$ cat config.mk
export PLATFORM = sky130hd
export DESIGN_NAME = roi_overlap_lock_qualifier
export DESIGN_NICKNAME = d
export VERILOG_FILES = /design/src/rtl/rolq_pkg.sv /design/src/rtl/rolq_ctrl.sv /design/src/rtl/rolq_dp.sv /design/src/rtl/roi_overlap_lock_qualifier.sv
export SDC_FILE = /design/constraint.sdc
export NUM_CORES = 1
export LEC_CHECK = 0
export ABC_AREA = 0
export BUFFER_PORTS_ARGS = -buffer_cell sky130_fd_sc_hd__buf_4
export CAP_MARGIN = 5
export CELL_PAD_IN_SITES_DETAIL_PLACEMENT = 0
export CELL_PAD_IN_SITES_GLOBAL_PLACEMENT = 2
export CORE_ASPECT_RATIO = 0.9
export CORE_MARGIN = 1.5
export CORE_UTILIZATION = 41
export DETAILED_ROUTE_END_ITERATION = 10
export PLACE_DENSITY_LB_ADDON = 0.08
export REMOVE_ABC_BUFFERS = 1
export SLEW_MARGIN = 40
export SYNTH_ARGS = -nofsm -noshare
export SYNTH_HDL_FRONTEND = slang
export SYNTH_SLANG_ARGS = --single-unit
$ cat constraint.sdc
create_clock -name clk -period 9.5 [get_ports clk]
set_input_delay 0.95 -clock clk [delete_from_list [all_inputs] [get_ports clk]]
set_output_delay 0.95 -clock clk [all_outputs]
set_load 0.02 [all_outputs]
$ cat src/rtl/rolq_pkg.sv
// Shared types and constants of the ROI overlap lock qualifier.
package rolq_pkg;

	localparam int CFG_IDX_W  = 2;
	localparam int CFG_DATA_W = 8;
	localparam int RATIO_W    = 8;

	typedef logic [CFG_IDX_W-1:0]  cfg_idx_t;
	typedef logic [CFG_DATA_W-1:0] cfg_data_t;

	localparam cfg_idx_t REG_LOCK_HOLD   = 2'd0;
	localparam cfg_idx_t REG_APPROVAL    = 2'd1;
	localparam cfg_idx_t REG_MIN_OVERLAP = 2'd2;

	localparam cfg_data_t RST_LOCK_HOLD   = 8'd10;
	localparam cfg_data_t RST_APPROVAL    = 8'd3;
	localparam cfg_data_t RST_MIN_OVERLAP = 8'd128;

	typedef logic [1:0] mul_op_t;

	localparam mul_op_t MUL_NONE  = 2'd0;
	localparam mul_op_t MUL_INTER = 2'd1;
	localparam mul_op_t MUL_RW    = 2'd2;
	localparam mul_op_t MUL_RWH   = 2'd3;

	typedef struct packed {
		logic    capture;
		logic    mul_en;
		mul_op_t op;
		logic    decide;
	} cmd_t;

	typedef struct packed {
		logic needs_test;
		logic out_free;
	} stat_t;

endpackage

$ cat src/rtl/rolq_ctrl.sv
// Sequencer of the ROI overlap lock qualifier: input transfer, multiply steps, decision.
module rolq_ctrl (
	input  logic           clk,
	input  logic           arst_n,
	input  logic           in_valid,
	output logic           in_ready,
	input  rolq_pkg::stat_t stat,
	output rolq_pkg::cmd_t  cmd
);
	import rolq_pkg::*;

	localparam logic [2:0] S_IDLE    = 3'd0;
	localparam logic [2:0] S_MUL_I   = 3'd1;
	localparam logic [2:0] S_MUL_RW  = 3'd2;
	localparam logic [2:0] S_MUL_RWH = 3'd3;
	localparam logic [2:0] S_DECIDE  = 3'd4;

	logic [2:0] state_q;
	logic [2:0] state_d;

	always_comb begin
		state_d     = state_q;
		in_ready    = 1'b0;
		cmd.capture = 1'b0;
		cmd.mul_en  = 1'b0;
		cmd.op      = MUL_NONE;
		cmd.decide  = 1'b0;
		case (state_q)
			S_IDLE: begin
				in_ready = 1'b1;
				if (in_valid) begin
					cmd.capture = 1'b1;
					// skip the ratio test when locked or nothing was found
					state_d = stat.needs_test ? S_MUL_I : S_DECIDE;
				end
			end
			S_MUL_I: begin
				cmd.mul_en = 1'b1;
				cmd.op     = MUL_INTER;
				state_d    = S_MUL_RW;
			end
			S_MUL_RW: begin
				cmd.mul_en = 1'b1;
				cmd.op     = MUL_RW;
				state_d    = S_MUL_RWH;
			end
			S_MUL_RWH: begin
				cmd.mul_en = 1'b1;
				cmd.op     = MUL_RWH;
				state_d    = S_DECIDE;
			end
			S_DECIDE: begin
				// hold until the result register can take the new result
				if (stat.out_free) begin
					cmd.decide = 1'b1;
					state_d    = S_IDLE;
				end
			end
			default: begin
				state_d = S_IDLE;
			end
		endcase
	end

	always_ff @(posedge clk or negedge arst_n) begin
		if (!arst_n) begin
			state_q <= S_IDLE;
		end else begin
			state_q <= state_d;
		end
	end

`ifndef SYNTHESIS
	a_accept_leaves_idle: assert property (@(posedge clk) disable iff (!arst_n)
		in_valid && in_ready |=> state_q != S_IDLE)
		else $error("input transfer did not start work");

	a_decide_returns_idle: assert property (@(posedge clk) disable iff (!arst_n)
		cmd.decide |=> state_q == S_IDLE && in_ready)
		else $error("decision did not return to idle");

	a_mul_sequence: assert property (@(posedge clk) disable iff (!arst_n)
		state_q == S_MUL_I |=> state_q == S_MUL_RW ##1 state_q == S_MUL_RWH
		##1 state_q == S_DECIDE)
		else $error("multiply steps out of order");
`endif

endmodule

$ cat src/rtl/rolq_dp.sv
// Datapath of the ROI overlap lock qualifier: spans, shared multiplier, counters, result register.
module rolq_dp #(
	parameter int COORD_BITS = 12,
	parameter int COUNT_BITS = 8
) (
	input  logic                      clk,
	input  logic                      arst_n,
	input  rolq_pkg::cmd_t            cmd,
	output rolq_pkg::stat_t           stat,
	input  logic                      cfg_valid,
	output logic                      cfg_ready,
	input  rolq_pkg::cfg_idx_t        cfg_index,
	input  rolq_pkg::cfg_data_t       cfg_data,
	input  logic                      found,
	input  logic [COORD_BITS-1:0]     roi_x,
	input  logic [COORD_BITS-1:0]     roi_y,
	input  logic [COORD_BITS-1:0]     roi_w,
	input  logic [COORD_BITS-1:0]     roi_h,
	output logic                      out_valid,
	input  logic                      out_ready,
	output logic                      crop_enable,
	output logic [COORD_BITS-1:0]     offset_x,
	output logic [COORD_BITS-1:0]     offset_y
);
	import rolq_pkg::*;

	localparam int MA_W   = COORD_BITS + RATIO_W;
	localparam int PROD_W = MA_W + COORD_BITS;
	localparam int INTER_W = 2 * COORD_BITS;

	// overlap length of [a0, a0+aw) and [b0, b0+bw), edges computed without wrap
	function automatic logic [COORD_BITS-1:0] span(
		input logic [COORD_BITS-1:0] a0,
		input logic [COORD_BITS-1:0] aw,
		input logic [COORD_BITS-1:0] b0,
		input logic [COORD_BITS-1:0] bw
	);
		logic [COORD_BITS:0] lo;
		logic [COORD_BITS:0] hi;
		logic [COORD_BITS:0] ae;
		logic [COORD_BITS:0] be;
		logic [COORD_BITS:0] diff;
		ae   = {1'b0, a0} + {1'b0, aw};
		be   = {1'b0, b0} + {1'b0, bw};
		lo   = (a0 > b0) ? {1'b0, a0} : {1'b0, b0};
		hi   = (ae < be) ? ae : be;
		diff = hi - lo;
		return (hi > lo) ? diff[COORD_BITS-1:0] : '0;
	endfunction

	logic                  found_q;
	logic [COORD_BITS-1:0] x_q, y_q, w_q, h_q;
	logic [COORD_BITS-1:0] last_x_q, last_y_q, last_w_q, last_h_q;
	logic [COORD_BITS-1:0] iw_q, ih_q;
	logic [PROD_W-1:0]     mul_q;
	logic [INTER_W-1:0]    inter_q;
	logic [COUNT_BITS-1:0] hold_q, appr_q;
	logic [COUNT_BITS-1:0] lock_hold_q, appr_frames_q;
	logic [RATIO_W-1:0]    ratio_q;
	logic                  out_valid_q;
	logic                  crop_q;
	logic [COORD_BITS-1:0] off_x_q, off_y_q;

	logic [MA_W-1:0]       mul_a;
	logic [COORD_BITS-1:0] mul_b;
	logic [PROD_W-1:0]     mul_res;

	logic                  pass;
	logic [COUNT_BITS-1:0] appr_dec, appr_next, hold_dec;
	logic [COUNT_BITS-1:0] hold_d, appr_d;
	logic                  crop_d;

	assign cfg_ready       = 1'b1;
	assign stat.needs_test = found && (hold_q == '0);
	assign stat.out_free   = !out_valid_q || out_ready;

	always_comb begin
		case (cmd.op)
			MUL_INTER: begin
				mul_a = MA_W'(iw_q);
				mul_b = ih_q;
			end
			MUL_RW: begin
				mul_a = MA_W'(ratio_q);
				mul_b = w_q;
			end
			MUL_RWH: begin
				mul_a = mul_q[MA_W-1:0];
				mul_b = h_q;
			end
			default: begin
				mul_a = '0;
				mul_b = '0;
			end
		endcase
	end

	assign mul_res = mul_a * mul_b;

	// intersection * 256 against ratio * area
	assign pass      = {inter_q, {RATIO_W{1'b0}}} > mul_q;
	assign appr_dec  = appr_q - COUNT_BITS'(1);
	assign appr_next = pass ? appr_dec : appr_frames_q;
	assign hold_dec  = hold_q - COUNT_BITS'(1);

	always_comb begin
		hold_d = hold_q;
		appr_d = appr_q;
		crop_d = 1'b0;
		if (found_q) begin
			if (hold_q != '0) begin
				hold_d = lock_hold_q;
				crop_d = 1'b1;
			end else if (appr_next == '0) begin
				hold_d = lock_hold_q;
				appr_d = appr_frames_q;
				crop_d = 1'b1;
			end else begin
				appr_d = appr_next;
			end
		end else if (hold_q != '0) begin
			hold_d = hold_dec;
			crop_d = (hold_dec != '0);
		end
	end

	always_ff @(posedge clk or negedge arst_n) begin
		if (!arst_n) begin
			lock_hold_q   <= COUNT_BITS'(RST_LOCK_HOLD);
			appr_frames_q <= COUNT_BITS'(RST_APPROVAL);
			ratio_q       <= RST_MIN_OVERLAP;
			hold_q        <= '0;
			appr_q        <= COUNT_BITS'(RST_APPROVAL);
			last_x_q      <= '0;
			last_y_q      <= '0;
			last_w_q      <= '0;
			last_h_q      <= '0;
			out_valid_q   <= 1'b0;
		end else begin
			if (cfg_valid && cfg_ready) begin
				case (cfg_index)
					REG_LOCK_HOLD:   lock_hold_q   <= COUNT_BITS'(cfg_data);
					REG_APPROVAL:    appr_frames_q <= COUNT_BITS'(cfg_data);
					REG_MIN_OVERLAP: ratio_q       <= cfg_data;
					default: begin
					end
				endcase
			end
			if (out_valid_q && out_ready) begin
				out_valid_q <= 1'b0;
			end
			if (cmd.decide) begin
				hold_q      <= hold_d;
				appr_q      <= appr_d;
				out_valid_q <= 1'b1;
				if (found_q) begin
					last_x_q <= x_q;
					last_y_q <= y_q;
					last_w_q <= w_q;
					last_h_q <= h_q;
				end
			end
		end
	end

	always_ff @(posedge clk) begin
		if (cmd.capture) begin
			found_q <= found;
			x_q     <= roi_x;
			y_q     <= roi_y;
			w_q     <= roi_w;
			h_q     <= roi_h;
			iw_q    <= span(roi_x, roi_w, last_x_q, last_w_q);
			ih_q    <= span(roi_y, roi_h, last_y_q, last_h_q);
		end
		if (cmd.mul_en) begin
			mul_q <= mul_res;
			// keep the intersection before the area product takes the register
			if (cmd.op == MUL_RW) begin
				inter_q <= mul_q[INTER_W-1:0];
			end
		end
		if (cmd.decide) begin
			crop_q  <= crop_d;
			off_x_q <= crop_d ? x_q : '0;
			off_y_q <= crop_d ? y_q : '0;
		end
	end

	assign out_valid   = out_valid_q;
	assign crop_enable = crop_q;
	assign offset_x    = off_x_q;
	assign offset_y    = off_y_q;

`ifndef SYNTHESIS
	a_decide_when_free: assert property (@(posedge clk) disable iff (!arst_n)
		cmd.decide |-> !out_valid_q || out_ready)
		else $error("result register overwritten before transfer");

	a_result_held: assert property (@(posedge clk) disable iff (!arst_n)
		out_valid_q && !out_ready |=> out_valid_q && $stable(crop_q) && $stable(off_x_q)
		&& $stable(off_y_q))
		else $error("result changed while waiting for transfer");

	a_mul_op_set: assert property (@(posedge clk) disable iff (!arst_n)
		cmd.mul_en |-> cmd.op != MUL_NONE)
		else $error("multiply step without an operand select");
`endif

endmodule

$ cat src/rtl/roi_overlap_lock_qualifier.sv
// Top level of the ROI overlap lock qualifier: sequencer plus datapath.
// One item per video frame: a found flag and a region. A found frame while unlocked
// goes through the transfer with overlap spans, three passes through the one shared
// multiplier for intersection, ratio*width and ratio*width*height, then the decision,
// which loads the result register. Any other frame goes from the transfer straight to
// the decision. One item is in work at a time; a finished result waits in the output
// register, and the decision of the next item waits while that register is still
// full. Configuration writes are taken every cycle; the hold and approval lengths
// apply at the next reload of their countdown, the overlap ratio at the next test.
module roi_overlap_lock_qualifier #(
	parameter int COORD_BITS = 12,
	parameter int COUNT_BITS = 8
) (
	input  logic                  clk,
	input  logic                  arst_n,
	input  logic                  in_valid,
	output logic                  in_ready,
	input  logic                  found,
	input  logic [COORD_BITS-1:0] roi_x,
	input  logic [COORD_BITS-1:0] roi_y,
	input  logic [COORD_BITS-1:0] roi_w,
	input  logic [COORD_BITS-1:0] roi_h,
	output logic                  out_valid,
	input  logic                  out_ready,
	output logic                  crop_enable,
	output logic [COORD_BITS-1:0] offset_x,
	output logic [COORD_BITS-1:0] offset_y,
	input  logic                  cfg_valid,
	output logic                  cfg_ready,
	input  rolq_pkg::cfg_idx_t    cfg_index,
	input  rolq_pkg::cfg_data_t   cfg_data
);
	import rolq_pkg::*;

	cmd_t  cmd;
	stat_t stat;

	rolq_ctrl u_ctrl (
		.clk      (clk),
		.arst_n   (arst_n),
		.in_valid (in_valid),
		.in_ready (in_ready),
		.stat     (stat),
		.cmd      (cmd)
	);

	rolq_dp #(
		.COORD_BITS (COORD_BITS),
		.COUNT_BITS (COUNT_BITS)
	) u_dp (
		.clk         (clk),
		.arst_n      (arst_n),
		.cmd         (cmd),
		.stat        (stat),
		.cfg_valid   (cfg_valid),
		.cfg_ready   (cfg_ready),
		.cfg_index   (cfg_index),
		.cfg_data    (cfg_data),
		.found       (found),
		.roi_x       (roi_x),
		.roi_y       (roi_y),
		.roi_w       (roi_w),
		.roi_h       (roi_h),
		.out_valid   (out_valid),
		.out_ready   (out_ready),
		.crop_enable (crop_enable),
		.offset_x    (offset_x),
		.offset_y    (offset_y)
	);

endmodule
Word-level counts from Yosys, hierarchy flattened
Index checks and enable logic that the tools add are counted.
- memories: 0
- register bits: 246
- output and inout port bits: 28
- RAM bits: 0
- input bits: 64
- bits in read-only memories: 0
- bits in latches: 0
- multipliers: 1
- bitwise operators: 1
- $add $sub $neg: 8
- reductions and logical operators: 21
- mux-type cells: 28
- magnitude comparators: 7
- equality and inequality tests: 11
- shifts and indexed selects: 0
- divide/modulo/power cells: 0
- operator list (operator ; number):
    $pmux 20 s3 ; 1
    $add 12x12->13 ; 4
    $mux 8 ; 6
    $pmux 12 s3 ; 1
    $gt 32x32->1 ; 1
    $mul 20x12->32 ; 1
    $gt 13x12->1 ; 2
    $lt 13x13->1 ; 2
    $mux 13 ; 2
    $gt 12x12->1 ; 2
    $mux 12 ; 2
    $sub 12x12->12 ; 2
    $logic_not 8->1 ; 2
    $reduce_bool 8->1 ; 2
    $sub 8x1->8 const B ; 2
    $pmux 3 s5 ; 1
    $reduce_and 2->1 ; 6
    $mux 1 ; 11
    $mux 3 ; 3
    $pmux 3 s3 ; 1
    $eq 2x2->1 const B ; 3
    $eq 3x2->1 const B ; 2
    $reduce_and 3->1 ; 2
    $reduce_bool 2->1 ; 3
    other kinds (10) ; 13

Depth between registers and ports, before layout
Gate-level depths: netlist of run 1.
- word-level depth: 6
- mapped depth: 27
- depth with buffers taken out: 25

Cells and area by module
From an unflattened synthesis of run 1, not the netlist that was laid out.
- cell total of the unflattened synthesis: 2179
- area total of the unflattened synthesis: 21998.6 µm²
- modules (own cells, without submodules) (module ; instances ; area an instance (µm²) ; cells each):
    rolq_dp ; 1 ; 21799.7 ; 2158
    rolq_ctrl ; 1 ; 198.9 ; 21

Worst setup path after synthesis of run 1
No wires, ideal clock.
- path kind: register to register
- from: reg u_ctrl.state_q[1]
- to: reg u_dp.mul_q[31], data pin
- arrival time: 6.569 ns
- clock period less this slack: 6.830 ns
- buffers on the path: 4
- stages on the path, launching flop included: 25
- slack: 2.670 ns
- library setup time: 0.261 ns
- path through: dfrtp_1 -> clkbuf_1 -> clkbuf_1 -> buf_2 -> nand2_1 -> a21oi_1 -> clkbuf_1 -> nand2_1 -> fa_1 -> inv_1 -> fa_1 -> fa_1 -> fa_1 -> inv_1 -> fa_1 -> inv_1 -> ha_1 -> o21a_1 -> or2_2 -> a31oi_1 -> a21oi_1 -> a21o_1 -> a31oi_1 -> o21ai_0 -> xnor2_1
- cells in the longest elaborated chain, start to end: 5
- elaborated cells between the ends (all ways): 10
- those cells by class: mul (1); eq/ne (6); mux (3)
- ends and longest elaborated chain (item ; RTL line ; source):
    start, declared ; rolq_ctrl.sv:18 ; logic [2:0] state_q;
    start signal, assigned ; rolq_ctrl.sv:69 ; state_q <= state_d;
    $eq 3x2->1 / $eq 3x1->1 (equally long branches) ; rolq_ctrl.sv:28 ; case (state_q)
    $pmux 3 s3 (*) ; rolq_ctrl.sv:28 ;
    $eq 2x2->1 / $eq 2x1->1 (equally long branches) ; rolq_dp.sv:78 ; case (cmd.op)
    $pmux 20 s3 / $pmux 12 s3 (equally long branches) ; rolq_dp.sv:78 ;
    $mul 20x12->32 (*) ; rolq_dp.sv:98 ; assign mul_res = mul_a * mul_b;
    via u_dp.mul_res[31] ; rolq_dp.sv:66 ; logic [PROD_W-1:0] mul_res;
    end signal, assigned ; rolq_dp.sv:177 ; mul_q <= mul_res;
    end, declared ; rolq_dp.sv:55 ; logic [PROD_W-1:0] mul_q;
Mark *: on every way through the listed nets, which the timed path passes. The rest lies on a longest branch.
A chain may end at the register's enable or synchronous reset.

Final worst setup path of run 1
- from: reg u_ctrl.state_q[0]
- to: reg u_dp.mul_q[31], data pin
Same word-level chain as after synthesis.

==> results of run 1 <==
-- power by group through the flow --
stage | registers [mW] | clock network (mW) | logic, mW
2_1_floorplan | 2.02 | 0 | 3.56
3_3_place_gp | 2.06 | 0 | 4.88
3_5_place_dp | 2.05 | 0 | 4.97
4_1_cts | 2.04 | 1.25 | 5.00
5_1_grt | 2.08 | 1.28 | 5.61
6_report | 2.04 | 1.21 | 4.98
-- placed cells by master (no fill, tap or decap), types with 18 or more instances in the layout --
master,Yosys,layout
nand2_1,381,381
inv_1,296,296
ha_1,217,217
fa_1,186,186
nor2_1,169,161
edfxtp_1,154,154
buf_4,6,121
o21ai_0,101,101
a21oi_1,99,98
dfrtp_1,85,85
nor3_1,65,59
xnor2_1,48,48
mux2_2,47,47
and2_1,48,46
a21o_1,40,40
xor2_1,35,35
mux2i_1,33,33
clkbuf_16,0,31
nor2b_1,27,27
nand2b_1,23,22
nand4_1,20,20
o21a_1,19,19
nand3_1,18,18
-- metrics by stage --
stage                     hold slack (ns)  utilization, %  area, µm²
after floorplan                     0.426               -      22000
after global routing                0.390            46.8      25000
after global placement              0.442            44.7      23800
after CTS                           0.355            46.7      24900
after detailed placement            0.450            44.8      23900
final                               0.366            46.8      25000
-- routing by layer --
metal / part of all wire [%] / track usage, % / up-vias
met4: 2.2 / 4.97 / 0
met1: 49 / 32.2 / 8359
met2: 45 / 36.4 / 307
li1: - / - / 8077
met3: 3.8 / 2.77 / 68
met5: 0 / 0 / -
-- cell families after synthesis --
group | synth area share, %
adder cells (fa/ha/maj) | 28.8
XOR/XNOR | 3.26
AO/OA/AOI/OAI | 10.6
buffers and inverters | 6.40
multiplexers | 3.91
AND/OR/NAND/NOR | 15.9
flip-flops | 31.1
other | 0.0168
-- critical path, cell delays in order (launching register included) --
cell and delay, ns:
dfrtp_1 0.74, buf_4 0.32, nor2b_1 0.49, a22oi_1 0.25, nor2_2 0.47, buf_4 0.29, nand2_1 0.09, fa_1 0.47
fa_1 0.51, inv_1 0.04, ha_1 0.31, fa_1 0.54, inv_1 0.05, fa_1 0.53, inv_1 0.04, ha_1 0.35
a21o_1 0.25, o31ai_1 0.55, a21oi_1 0.32, a21o_1 0.30, a31oi_1 0.37, o21ai_0 0.18, xnor2_1 0.16
-- synth_stat cells (all sizes together), types with 40 or more instances --
master  count  area [µm²]
nand2     381        1430
a21o       40         300
mux2       47         529
nor3       65         325
xnor2      48         420
dfrtp      85        2130
a21oi     100         512
edfxtp    154        4620
ha        217        2720
and2       48         300
o21ai     104         528
fa        186        3720
nor2      169         634
inv       296        1110
clkbuf     56         210
-- layout make-up --
class                      count  area share, %
clock inverter                22          0.918
tap                          697           3.49
clock buffer                  34           3.19
inverter                     296           4.45
multi-input combinational   1739           56.4
timing repair buffer         123           3.75
sequential                   246           27.8
-- path summary, 6_finish.rpt --
path | startpoint | cells past startpoint | slack [ns] | to
max | u_ctrl.state_q[0] | 22 | 1.61 | u_dp.mul_q[31]
min | arst_n | 1 | 0.37 | u_dp.appr_q[2]
max reg2reg | u_ctrl.state_q[0] | 22 | 1.61 | u_dp.mul_q[31]
min reg2reg | u_dp.mul_q[23] | 0 | 0.46 | u_dp.inter_q[23]
max in group asynchronous | arst_n | 2 | 8.16 | u_dp.last_x_q[4]
min in group clk | u_dp.mul_q[23] | 0 | 0.46 | u_dp.inter_q[23]
==> results.cfg, run 1 <==
[cts]
cts_buffer_depth = 3
numCtsBuffers = 30
clkSinkCount = 246
path_clk_slew_ns = 0.06
post_cts_buffers = 0
clock_latency_ns = 0.59
cts_tree = done
htreeDepth = 1
postCtsResizedCells = 0
postCtsHoldBufs = 0
cts-root-buf = clkbuf_16

[timing]
worst_pin_slew_ns = 0.826
max_freq_mhz = 127
setup_ws_ns = 1.61
fin_worst_skew_ns = 0.0169
finalSetupViolCount = 0
drv_slew = 0
rsz0062_at_grt = no
fin_crit_sh_pct = 83.1
period_needed_ns = 7.89
finalHoldViolCount = 0
setup_tns_ns = 0
slew_headroom_pct = 44.8

[global_route]
grt_max_degree = 72
grt_pass1_vias = 17232
track_usage_pct = 22.5
grt_pass1_wl_um = 98200
grt_overflow = 0
antenna_found_initial = 1

[detailed_routing]
ant_nets = 0
wl_um = 61700
drt-initial-drc-count = 1051
vias_per_cell = 5.32
drc_errors = 0
dr_total_vias = 16811
drtPass1Iterations = 5
routedWlPerCell_um = 19.5

[floorplanning]
dieWidth_um = 249
io_pins = 92
start_util_pct = 41.8
num_rows = 80
fp.dieH_um = 224
dieArea_mm2 = 0.0559
core_area_mm2 = 0.0534

[power]
total_power_mw = 8.23
clockPowerShare_pct = 14.7
p_per_area_mw_per_mm2 = 330
ir_worst_vdd_mv = 0.276
power_frac_seq_pct = 24.8
comb_power_share_pct = 60.5
switchingPower_mw = 3.77
intPower_mw = 4.46
swShare_pct = 45.9
p_leak_nw = 11.5

[placement]
gp_congestion = 0.863
hpwlAfterDp_um = 48300
place_ws_ns = 1.38
port_buffers = 90
dp_cells = 3101

[finish]
top_regs = u_dp.mul_q: 32 flops, u_dp.inter_q: 24 flops
multi_input_area_mm2 = 0.0141
syn_to_final_growth_pct = 11.8
nNetsFinal = 2903
registers.top_by_ff_count = u_dp.mul_q
fin_cells = 3157
antenna_cells = 0
n_fill_cell = 5120
drive_gt1_share_pct = 10.8
seqCellArea_mm2 = 0.00694
largest_reg_flops = 32

[worst_hold_path]
min_path_type = input pin to async pin

[synthesis]
synth_edf_count = 154
synthCells = 2356
syn_area_mm2 = 0.0223
ys_ff_latch = 246
yosysWarnings = 0
synthArstFlopShare_pct = 37.4
synth_area_per_cell_um2 = 9.48
ys_types = 72
synth-main-ff-cell = edfxtp_1
yosysSeqAreaShare_pct = 31.1

[run]
max-cap-violations = 0

[run_status]
status = finished clean

[critical_path]
critical_path_class = flop to flop
cp.required_ns = 9.82
cp-end-kind = flop
cp_max_fo = 19
startpoint_type = flop
crit_arrival_ns = 8.21
(Power assumes the default switching activity.)
==> inputs of run 2 (changes only) <==
Clock period 9.5 ns to 7.6 ns, I/O delays scaled along.
==> run 2 against run 1 <==
Net effect:
- count of clock-buffer cells in the layout grew 7
- clock skew grew 0.0061 ns
- non-clock buffer count rose by 16
- critical path depth up 1
- via count fell by 0.71%
- register-to-register slack got worse by 1.1 ns
- worst hold slack got worse by 0.20 ns
- fmax grew 11%
- sequential share of layout area about the same
- core utilization rose by 0.059 points
==> results.cfg, run 2 (same netlist as run 1, synthesis figures left out) <==
[global_route]
grt_overflow = 0
antenna_found_initial = 0
grt_max_degree = 74
track_usage_pct = 22.5
grt_pass1_vias = 17228
grt_pass1_wl_um = 98400

[floorplanning]
core_area_mm2 = 0.0534
fp.dieH_um = 224
start_util_pct = 41.8
num_rows = 80
io_pins = 92
dieWidth_um = 249
dieArea_mm2 = 0.0559

[critical_path]
cp_max_fo = 28
worst_path_most_repeated_cell = fa_1
startpoint_type = flop
cp.required_ns = 7.94
crit_chain = buf_4 -> nor2b_1 -> a21oi_1 -> nor2_1 -> buf_4 -> nand2_1 -> fa_1 -> fa_1 -> inv_1 -> fa_1 -> fa_1 -> inv_1 -> fa_1 -> inv_1 -> ha_1 -> o21a_1 -> or2_2 -> a31oi_1 -> a21oi_1 -> a21o_1 -> a31oi_1 -> o21ai_0 -> xnor2_1
critical_path_class = flop to flop
max_stage_delay_ns = 0.55
cp-end-kind = flop
slowest_stage = fa_1
crit_arrival_ns = 7.47

[placement]
dpl-instance-area_mm2 = 0.0240
hpwlAfterDp_um = 48300
gp_congestion = 0.864
port_buffers = 90

[cts]
numCtsBuffers = 30
clkSinkCount = 246
cts_buffer_depth = 3
postCtsResizedCells = 0
cts_tree = done
cts-root-buf = clkbuf_16
post_cts_buffers = 0
clock_latency_ns = 0.60
htreeDepth = 1
postCtsHoldBufs = 0
path_clk_slew_ns = 0.06

[finish]
syn_to_final_growth_pct = 11.9
final_util_pct = 46.8
mostFrequentLayoutCells = nand2_1, inv_1, ha_1
antenna_cells = 0
nNetsFinal = 2919
fin_area_mm2 = 0.0250
top_regs = u_dp.mul_q: 32 flops, u_dp.inter_q: 24 flops
largest_reg_flops = 32
registers.top_by_ff_count = u_dp.mul_q
drive_gt1_share_pct = 10.9
mostFrequentLayoutCell = nand2_1

[power]
comb_power_share_pct = 60.6
power_frac_seq_pct = 25.1
total_power_mw = 10.2
swShare_pct = 45.4
clockPowerShare_pct = 14.4
p_per_area_mw_per_mm2 = 408
ir_worst_vdd_mv = 0.270
switchingPower_mw = 4.63
p_leak_nw = 11.5
intPower_mw = 5.56

[detailed_routing]
wl_um = 61300
vias_per_cell = 5.26
ant_nets = 0
routedWlPerCell_um = 19.3
drt-initial-drc-count = 904
dr_total_vias = 16691
drtPass1Iterations = 5
drc_errors = 0

[timing]
setup_tns_ns = 0
max_freq_mhz = 140
whs_ns = 0.163
rsz0062_at_grt = no
fin_crit_sh_pct = 93.9
fin_worst_skew_ns = 0.0230
worst_pin_slew_ns = 0.869
finalSetupViolCount = 0
finalHoldViolCount = 0
drv_slew = 0
period_needed_ns = 7.13
slew_headroom_pct = 42.1

[run]
max-cap-violations = 0

[worst_hold_path]
min_path_type = input pin to async pin

[run_status]
status = finished clean
==> run 2: changes by cell type in the layout (fill, tap and decap cells not counted), sizes merged <==
cell | before | now
inv | 299 | 297
bufinv | 4 | 1
buf | 123 | 139
clkinvlp | 0 | 1
clkbuf | 34 | 41
clkinv | 15 | 12
==> run 2: area by class of cell <==
cell class / count / area (µm²)
fill: 5173 / 28400
multi-input combinational: 1739 / 14000
sequential: 246 / 6940
inverter: 296 / 1110
timing repair buffer: 139 / 1060
clock buffer: 41 / 885
tap: 697 / 872
clock inverter: 15 / 128
==> run 2: power groups by stage <==
stage               Combinational, mW  Sequential [mW]  Clock, mW
global placement                 6.14             2.58          0
detailed placement               6.18             2.57          0
CTS                              6.23             2.56       1.51
finish                           6.17             2.55       1.46
global route                     6.99             2.61       1.55
floorplan                        4.45             2.52          0
==> run 2: worst max-delay path, delay by kind of cell, from the launching register on <==
family	cells	cell delay (ns)
adder cells (fa/ha/maj)	6	2.90
XOR/XNOR	1	0.16
buffers and inverters	5	0.66
flip-flops	1	0.37
AND/OR/NAND/NOR	4	1.05
AO/OA/AOI/OAI	7	1.71
==> run 2: routing by layer <==
layer,vias up,GRT usage [%],share of wire [%]
li1,8108,-,-
met1,8220,33.6,50
met2,308,35.3,44
met3,55,2.40,3.7
met4,0,4.47,1.9
met5,-,0,0
==> run 2: per-stage QoR <==
step | instances | worst slack, ns
2_1_floorplan | 2281 | 0.417
3_3_place_gp | 3116 | 0.578
3_5_place_dp | 3117 | 0.515
4_1_cts | 3173 | 0.502
5_1_grt | 3173 | 0.0243
6_report | 3173 | 0.465
==> run 2: final timing paths <==
kind	to	startpoint	slack (ns)	depth (start not counted)
max in group asynchronous	u_dp.last_x_q[11]	arst_n	6.47	2
min in group clk	u_dp.h_q[5]	roi_h[5]	0.34	1
max reg2reg	u_dp.mul_q[31]	u_ctrl.state_q[1]	0.47	23
min	u_dp.appr_q[2]	arst_n	0.16	1
min reg2reg	u_dp.last_x_q[0]	u_dp.x_q[0]	0.47	2
max	u_dp.mul_q[31]	u_ctrl.state_q[1]	0.47	23
==> inputs of run 3 (changes only) <==
Settings changed: CORE_UTILIZATION 41 to 44, REMOVE_ABC_BUFFERS 1 to default.
Clock period 7.6 ns to 8.65 ns, I/O delays scaled along.
==> run 3 against run 2 <==
Net effect:
- sequential power decreased by 10%
- core utilization increased by 2.9 points
- total power decreased by 11%
- clock power decreased by 11%
- clock skew decreased by 0.0058 ns
- final area about the same
- sequential share of layout area about the same
- worst hold slack improved by 0.13 ns
- via count increased by 0.84%
- cell count decreased by 0.69%
- die area decreased by 6.7%
- critical endpoint unchanged
==> results.cfg, run 3 (same netlist as run 1, synthesis figures left out) <==
[timing]
max_freq_mhz = 132
setup_tns_ns = 0
worst_pin_slew_ns = 0.780
setup_ws_ns = 1.07
whs_ns = 0.289
fin_crit_sh_pct = 87.6
rsz0062_at_grt = no
finalSetupViolCount = 0
drv_slew = 0
finalHoldViolCount = 0
fin_worst_skew_ns = 0.0172
slew_headroom_pct = 47.0
period_needed_ns = 7.58

[floorplanning]
dieArea_mm2 = 0.0521
num_rows = 78
dieWidth_um = 240
start_util_pct = 44.4
core_area_mm2 = 0.0503
io_pins = 92
fp.dieH_um = 217

[critical_path]
cp-startpoint = u_ctrl.state_q[0]
startpoint_type = flop
cp.required_ns = 8.98
ff2ff_setup_slack_ns = 1.07
critical_path_class = flop to flop
max_stage_delay_ns = 0.59
crit_arrival_ns = 7.91
crit_chain = buf_4 -> nor2b_1 -> a21oi_1 -> nor2_1 -> buf_4 -> nand2_1 -> fa_1 -> fa_1 -> inv_1 -> ha_1 -> fa_1 -> inv_1 -> fa_1 -> inv_1 -> ha_1 -> a21o_1 -> o31ai_1 -> a21oi_1 -> a21o_1 -> a31oi_1 -> o21ai_0 -> xnor2_1
worst_path_most_repeated_cell = fa_1
rr_startpoint = u_ctrl.state_q[0]
cp-end-kind = flop
slowest_stage = dfrtp_1
cp_max_fo = 18

[placement]
hpwlAfterDp_um = 50200
port_buffers = 90
place_ws_ns = 1.20
dpl-instance-area_mm2 = 0.0239
gp_congestion = 0.875
dp_cells = 3096

[global_route]
grt_max_degree = 76
grt_pass1_wl_um = 99600
grt_overflow = 0
antenna_found_initial = 0
track_usage_pct = 25.0
grt_pass1_vias = 17339

[finish]
fin_cells = 3151
n_fill_cell = 4805
mostFrequentLayoutCell = nand2_1
largest_reg_flops = 32
seqCellArea_mm2 = 0.00694
mostFrequentLayoutCells = nand2_1, inv_1, ha_1
top_regs = u_dp.mul_q: 32 flops, u_dp.inter_q: 24 flops
drive_gt1_share_pct = 10.8
final_util_pct = 49.7
registers.top_by_ff_count = u_dp.mul_q
fin_area_mm2 = 0.0250
antenna_cells = 0
multi_input_area_mm2 = 0.0140
syn_to_final_growth_pct = 11.9
nNetsFinal = 2916

[cts]
clkSinkCount = 246
htreeDepth = 1
clock_latency_ns = 0.59
path_clk_slew_ns = 0.06
cts_tree = done
postCtsResizedCells = 0
cts-root-buf = clkbuf_16
postCtsHoldBufs = 0
cts_buffer_depth = 3
post_cts_buffers = 0
numCtsBuffers = 29

[detailed_routing]
drc_errors = 0
ant_nets = 0
wl_um = 62600
drtPass1Iterations = 5
routedWlPerCell_um = 19.9
drt-initial-drc-count = 1138
vias_per_cell = 5.34
dr_total_vias = 16832

[worst_hold_path]
min_path_type = input pin to async pin

[synthesis]
syn_nets = 2823

[power]
p_leak_nw = 11.5
p_per_area_mw_per_mm2 = 365
total_power_mw = 9.12
ir_worst_vdd_mv = 0.261

[run]
max-cap-violations = 0

[run_status]
status = finished clean
## run 3: worst paths after layout
path,to,cells past startpoint
max reg2reg,u_dp.mul_q[31],22
min in group clk,u_dp.inter_q[21],0
min,u_dp.last_h_q[9],1
min reg2reg,u_dp.inter_q[21],0
max in group asynchronous,u_dp.last_w_q[2],2
max,u_dp.mul_q[31],22
## run 3: routing by layer
| layer | track usage (%) | wire length (µm) | vias up |
|---|---|---|---|
| li1 | - | - | 8097 |
| met1 | 36.4 | 30500 | 8303 |
| met2 | 38.3 | 27000 | 358 |
| met3 | 4.85 | 3670 | 74 |
| met4 | 5.47 | 1440 | 0 |
| met5 | 0 | 0 | - |
## run 3: where the power goes
| part | internal (mW) | total [mW] | switching [mW] |
|---|---|---|---|
| clock network | 0.775 | 1.30 | 0.523 |
| logic | 2.20 | 5.52 | 3.32 |
| registers | 1.93 | 2.29 | 0.363 |
## run 3: layout make-up
class,instances,area share (%)
multi-input combinational,1739,56.1
sequential,246,27.8
inverter,296,4.45
timing repair buffer,137,4.20
clock buffer,44,3.73
tap,680,3.41
clock inverter,9,0.381
## run 3: worst max-delay path, delay by kind of cell, from the launching register on
kind | cells | cell delay (ns)
and+or+nand+nor | 3 | 0.78
AOI/OAI and AO/OA | 7 | 2.30
buffers and inverters | 5 | 0.72
adders and majority gates | 6 | 2.73
xor gates and xnor gates | 1 | 0.19
DFF | 1 | 0.59
